**src/hw/rtl/srcm_pkg.sv**
```systemverilog
package srcm_pkg;

  localparam int RunDepthDef  = 1024;
  localparam int RunCountDef  = 3;
  localparam int FileHdrBytes = 3 * 4;
  localparam int EntryOvhBytes = 2 * 4;
  localparam int SizeLimitRst = 256 * 1024;

  localparam logic FUNC_LOAD = 1'b0;
  localparam logic FUNC_PULL = 1'b1;

  localparam logic [1:0] REG_RUN0_TIME  = 2'd0;
  localparam logic [1:0] REG_RUN1_TIME  = 2'd1;
  localparam logic [1:0] REG_RUN2_TIME  = 2'd2;
  localparam logic [1:0] REG_SIZE_LIMIT = 2'd3;

  typedef struct packed {
    logic               func;
    logic [1:0]         run_select;
    logic signed [31:0] entry_key;
    logic [18:0]        entry_length;
    logic [15:0]        entry_handle;
  } srcm_req_t;

  typedef struct packed {
    logic               valid_res;
    logic signed [31:0] out_key;
    logic [18:0]        out_length;
    logic [15:0]        out_handle;
    logic [15:0]        file_number;
    logic [30:0]        value_offset;
    logic               end_of_file;
    logic [11:0]        file_entries;
    logic [30:0]        file_bytes;
    logic               done_res;
  } srcm_rsp_t;

  typedef struct packed {
    logic signed [31:0] key;
    logic [18:0]        length;
    logic [15:0]        handle;
  } entry_t;

  typedef struct packed {
    logic        upd;
    logic        more;
    entry_t      cur;
    logic [18:0] nxt_len;
  } file_req_t;

endpackage

```
**src/hw/rtl/srcm_file.sv**
```systemverilog
module srcm_file (
  input  logic                clk_i,
  input  logic                rst_ni,
  input  srcm_pkg::file_req_t req_i,
  input  logic [30:0]         size_limit_i,
  output srcm_pkg::srcm_rsp_t rsp_o
);
  import srcm_pkg::*;

  logic [15:0] file_num_q, file_num_d;
  logic [31:0] bytes_q, bytes_d;
  logic [11:0] ents_q, ents_d;
  logic [31:0] vbytes_q, vbytes_d;
  logic [31:0] bytes_new;
  logic [31:0] vbytes_new;
  logic [11:0] ents_new;
  logic [32:0] nxt_tot;
  logic        eof;

  always_comb begin
    bytes_new  = bytes_q + 32'(EntryOvhBytes) + 32'(req_i.cur.length);
    vbytes_new = vbytes_q + 32'(req_i.cur.length);
    ents_new   = ents_q + 12'd1;
    nxt_tot    = {1'b0, bytes_new} + 33'(EntryOvhBytes) + 33'(req_i.nxt_len);
    eof        = !req_i.more || (nxt_tot >= 33'(size_limit_i));

    rsp_o              = '0;
    rsp_o.valid_res    = 1'b1;
    rsp_o.out_key      = req_i.cur.key;
    rsp_o.out_length   = req_i.cur.length;
    rsp_o.out_handle   = req_i.cur.handle;
    rsp_o.file_number  = file_num_q;
    rsp_o.value_offset = vbytes_q[30:0];
    rsp_o.end_of_file  = eof;
    rsp_o.file_entries = eof ? ents_new : '0;
    rsp_o.file_bytes   = eof ? bytes_new[30:0] : '0;
    rsp_o.done_res     = !req_i.more;

    file_num_d = file_num_q;
    bytes_d    = bytes_q;
    ents_d     = ents_q;
    vbytes_d   = vbytes_q;
    if (req_i.upd) begin
      if (eof) begin
        file_num_d = file_num_q + 16'd1;
        bytes_d    = 32'(FileHdrBytes);
        ents_d     = '0;
        vbytes_d   = '0;
      end else begin
        bytes_d  = bytes_new;
        ents_d   = ents_new;
        vbytes_d = vbytes_new;
      end
    end
  end

  always_ff @(posedge clk_i or negedge rst_ni) begin
    if (!rst_ni) begin
      file_num_q <= '0;
      bytes_q    <= 32'(FileHdrBytes);
      ents_q     <= '0;
      vbytes_q   <= '0;
    end else begin
      file_num_q <= file_num_d;
      bytes_q    <= bytes_d;
      ents_q     <= ents_d;
      vbytes_q   <= vbytes_d;
    end
  end

endmodule

```
**config.mk**
```make
export PLATFORM = sky130hd
export DESIGN_NAME = srcm_file
export DESIGN_NICKNAME = d
export VERILOG_FILES = /design/src/hw/rtl/srcm_pkg.sv /design/src/hw/rtl/srcm_file.sv
export SDC_FILE = /design/constraint.sdc
export NUM_CORES = 1
export LEC_CHECK = 0
export BUFFER_PORTS_ARGS = -buffer_cell sky130_fd_sc_hd__buf_2
export CAP_MARGIN = 10
export CORE_MARGIN = 2
export CORE_UTILIZATION = 58
export DETAILED_ROUTE_END_ITERATION = 10
export PLACE_DENSITY = 0.95
export SLEW_MARGIN = 10
export SYNTH_ARGS = -nofsm -noshare
export SYNTH_HDL_FRONTEND = slang
export SYNTH_SLANG_ARGS = --single-unit
```
**constraint.sdc**
```tcl
create_clock -name clk_i -period 14.23 [get_ports clk_i]
set_input_delay 0.7115 -clock clk_i [delete_from_list [all_inputs] [get_ports clk_i]]
set_output_delay 0.7115 -clock clk_i [all_outputs]
set_load 0.01 [all_outputs]
```
Word level (Yosys, flattened, before mapping)
Cells that the tools add are included.
{"block": "op_classes", "order_cmp": 1, "addsub": 7, "n_mux": 5, "reduce_logical": 3}
{"op": "32-bit by 19-bit adder with 32-bit output", "count": 2}
{"op": "32-bit 2-to-1 mux", "count": 2}
{"op": "32-bit by 4-bit adder with 33-bit output, second input constant", "count": 1}
{"op": "33-bit by 19-bit adder with 33-bit output", "count": 1}
{"op": "33-bit by 31-bit >= comparator with 1-bit output", "count": 1}
{"op": "32-bit by 4-bit adder with 32-bit output, second input constant", "count": 1}
{"op": "31-bit 2-to-1 mux", "count": 1}
{"op": "12-bit 2-to-1 mux", "count": 2}
{"op": "16-bit by 1-bit adder with 16-bit output, second input constant", "count": 1}
{"op": "12-bit by 1-bit adder with 12-bit output, second input constant", "count": 1}
{"op": "2-bit AND reduction", "count": 1}
{"op": "1-bit logical NOT", "count": 1}
{"op": "1-bit logical OR", "count": 1}
{"block": "word_totals", "regBits": 92, "output_inout_bits": 160, "elab_cells": 20}

Longest topological paths before layout
{"block": "depth", "depth_word": 7, "mapped_depth": 38, "mapped_depth_nobuf": 37}

Worst setup path after synthesis
OpenSTA, ideal clock, no wires.
{"block": "synth_path", "path_kind": "input to output", "startpoint": "in req_i[36] (netlist bit)", "endpoint": "out rsp_o[10] (netlist bit)", "path_buffers": 2, "arrival_time_ns": 7.105, "cell_stages": 35, "t_required_ns": 13.518, "path_slack_ns": 6.413, "path_cell_list": "ha_1 ha_1 fa_1 a211oi_1 nor2_1 o21ai_2 nand2_1 a31oi_1 o21bai_1 a21oi_1 xnor2_1 ha_1 ha_1 a2111oi_0 nand3_1 a41oi_1 nor3_1 o21ai_1 o21bai_1 or2_2 nor2_1 xnor2_1 ha_1 nand2_1 nor4_1 nand4_1 a21boi_0 o21ai_0 nand4b_1 a21o_1 a21oi_4 inv_2 buf_6 clkbuf_1 and2_1"}
{"item": "start, declared", "line_no": "srcm_file.sv:4", "text": "input srcm_pkg::file_req_t req_i,"}
{"item": "end, declared", "line_no": "srcm_file.sv:6", "text": "output srcm_pkg::srcm_rsp_t rsp_o"}

==> reports/metrics.cfg <==
[synth]
yosysSeqAreaShare = 0.237
async_flop_share = 1.00
ys_seq_elements = 91
netlist_top_cells_area = dfrtp_1, ha_1, buf_4, xnor2_1, xor2_1
synth-main-ff-cell = dfrtp_1
ys_warn_count = 0
postSynthAreaPerCell_um2 = 8.60
syn_nets = 1371
synth.distinct_cells = 82
synth_edf_count = 0
synth_top_area_frac = 0.231
synth.largest_area_cell = dfrtp_1
syn_area_mm2 = 0.00962
synthCells = 1119

[final_layout]
drive_above_1_share = 0.202
syn_to_final_growth_pct = 9.03
multi_input_area_mm2 = 0.00640
nNetsFinal = 1469
fillCellCount = 1327
seqCellArea_mm2 = 0.00228
fin_area_mm2 = 0.0105

[timing]
period_needed_ps = 9620
finalHoldViolCount = 0
rsz0062_at_grt = false
setup_viol = 0
period_share = 0.676
fin_skew_ps = 9.71
fin_tns_setup_ps = 0
tightest_slew_ps = 784
finalMaxSlewViolations = 0
fmax_mhz = 104
max_slew_margin = 0.477

[critical_path]
cp_max_fo = 48
worstSetupEndpointType = output port
crit_required_ps = 13520
cp-start-kind = input pin
cpMostUsedCell = ha_1
crit_arrival_ps = 8910
worstSetupPathType = input pin to output port
slowest_stage = buf_4
slowest_delay_ps = 510
r2r_cells = 34

[status]
outcome = completed

[detailed_routing]
first_iter_violations = 665
drt_pass1_iterations = 7
antenna_left = 0
avgRoutedWirePerCell_um = 17.6
avgViaCountPerCell = 6.09
dr_total_vias = 8790
remaining_drc_errors = 0
drt_wl_total_mm = 25.4

[min_path]
min-delay-path-class = input pin to async pin

[cts]
clkTransAtPathRegs_ps = 70
cts_hold_buf = 0
cts_root_buf = clkbuf_16
clk_path_buf_depth = 2
clock_latency_ps = 360
cts.sinks = 91
cts_tree = done
cts-resized-gates = 0
cts-buffers-inserted = 9
cts_max_level = 3
post_cts_buffers = 0

[global_route]
grt_pass1_vias = 8711
antenna_found_initial = 1
grt_use_total = 0.288
grt_pass1_wl_mm = 41.9
grt_max_degree = 67
grt_overflow = 0

[pwr]
leakagePower_uw = 0.00534
power_density_mw_per_mm2 = 233
peakVddDrop_mv = 0.169

[floorplan]
dieArea_mm2 = 0.0176
num_rows = 47
core_area_mm2 = 0.0164
fp.dieH_um = 133
start_util = 0.586
die_x_um = 133
io_pins = 281

[flow_run]
cap_viol_max_count = 0

[placement]
dp_hpwl_mm = 19.2
gp_congestion = 0.955
port_buffers = 183
placed_cell_area_mm2 = 0.0102

[report_power, final]
group | internal, µW | total, µW | switching (µW)
combinational | 792 | 1830 | 1040
clock | 125 | 248 | 123
sequential | 315 | 370 | 54.4
[metrics by stage]
| stage | utilization | power, µW | worst slack (ps) | hold WS (ps) | std cells |
|---|---|---|---|---|---|
| 2_1_floorplan | - | 1750 | 6410 | 416 | 1119 |
| 3_3_place_gp | 0.620 | 2090 | 5270 | 451 | 1426 |
| 3_5_place_dp | 0.620 | 2170 | 4770 | 471 | 1426 |
| 4_1_cts | 0.639 | 2430 | 4730 | 374 | 1442 |
| 5_1_grt | 0.639 | 2690 | 4090 | 400 | 1443 |
| 6_report | 0.639 | 2450 | 4610 | 354 | 1443 |
[logic make-up after synthesis]
family | synth area share
AND/OR/NAND/NOR | 0.178
AO/OA/AOI/OAI | 0.215
buffers and inverters | 0.0975
adder cells (fa/ha/maj) | 0.173
XOR/XNOR | 0.0874
flip-flops | 0.237
multiplexers | 0.0116
other | 0.000390
[state kept, by name, summed over array words and instances, names as in the netlist]
register and count:
bytes_q 32, ents_q 12, file_num_q 16, vbytes_q 31
[layout by cell type (no fill, tap or decap), types with 16 or more instances in the layout]
| cell | netlist | final |
|---|---|---|
| nand2_1 | 84 | 84 |
| inv_1 | 70 | 69 |
| o2bb2ai_1 | 39 | 39 |
| nor2_1 | 86 | 86 |
| a21o_1 | 39 | 39 |
| xnor2_1 | 56 | 56 |
| nand3_1 | 39 | 39 |
| a211oi_1 | 18 | 18 |
| nor3_1 | 16 | 16 |
| ha_1 | 128 | 128 |
| a21oi_1 | 56 | 56 |
| xor2_1 | 40 | 40 |
| and2_1 | 24 | 24 |
| dfrtp_1 | 89 | 89 |
| o21ai_0 | 28 | 28 |
| buf_2 | 9 | 182 |
[Yosys cell counts, types with 3 or more instances]
cell and count:
o31ai_1 8, nor4_1 13, o21bai_1 10, and2_1 24, a21o_1 39, a22o_1 6, a31oi_1 7, o2bb2ai_1 39
mux2i_1 10, a211oi_1 18, a31o_2 5, o21ai_0 28, nand3_1 39, xor2_1 40, buf_4 69, nand2b_1 9
xnor2_1 56, or2_2 4, nor2_1 86, fa_1 3, nor2b_1 11, a2111oi_0 5, nand2_1 84, nor2_2 3
a21oi_2 4, a21oi_1 56, or4_1 4, ha_1 128, and3_1 13, o21a_1 14, dfrtp_1 89, o21ai_1 6
inv_1 70, clkbuf_1 19, buf_6 3, nand4_1 15, buf_2 9, nor3_1 16
[layout make-up]
| class | instances | share of cell area |
|---|---|---|
| Antenna cell | 1 | 0.000239 |
| Clock buffer | 9 | 0.0215 |
| Clock inverter | 7 | 0.00775 |
| Inverter | 71 | 0.0254 |
| Multi-Input combinational cell | 856 | 0.610 |
| Sequential cell | 91 | 0.217 |
| Tap cell | 220 | 0.0262 |
| Timing Repair Buffer | 188 | 0.0911 |
[worst max-delay path, delay by kind of cell]
kind / cells / cell delay [ps]
and+or+nand+nor: 11 / 1700
xor gates and xnor gates: 2 / 370
AOI/OAI and AO/OA: 13 / 2980
adders and majority gates: 6 / 1940
buffers and inverters: 4 / 1170
[path summary, 6_finish.rpt]
kind                          startpoint             to  slack (ps)
max                            req_i[36]       rsp_o[6]        4610
min in group clk_i         file_num_q[5]  file_num_q[5]         480
max reg2reg                   bytes_q[1]  file_num_q[1]        5770
max in group asynchronous         rst_ni   vbytes_q[18]       12800
min                               rst_ni    vbytes_q[3]         350
min reg2reg                file_num_q[5]  file_num_q[5]         480
[per-layer routing]
layer / GRT usage / up-vias / share of wire / wire length [µm]
met2: 0.475 / 395 / 0.47 / 11900
met3: 0.0360 / 81 / 0.069 / 1760
met4: 0.136 / 0 / 0.037 / 935
met1: 0.378 / 4156 / 0.43 / 10800
li1: - / 4158 / - / -
met5: 0 / - / 0 / 0
(Power assumes the default switching activity.)
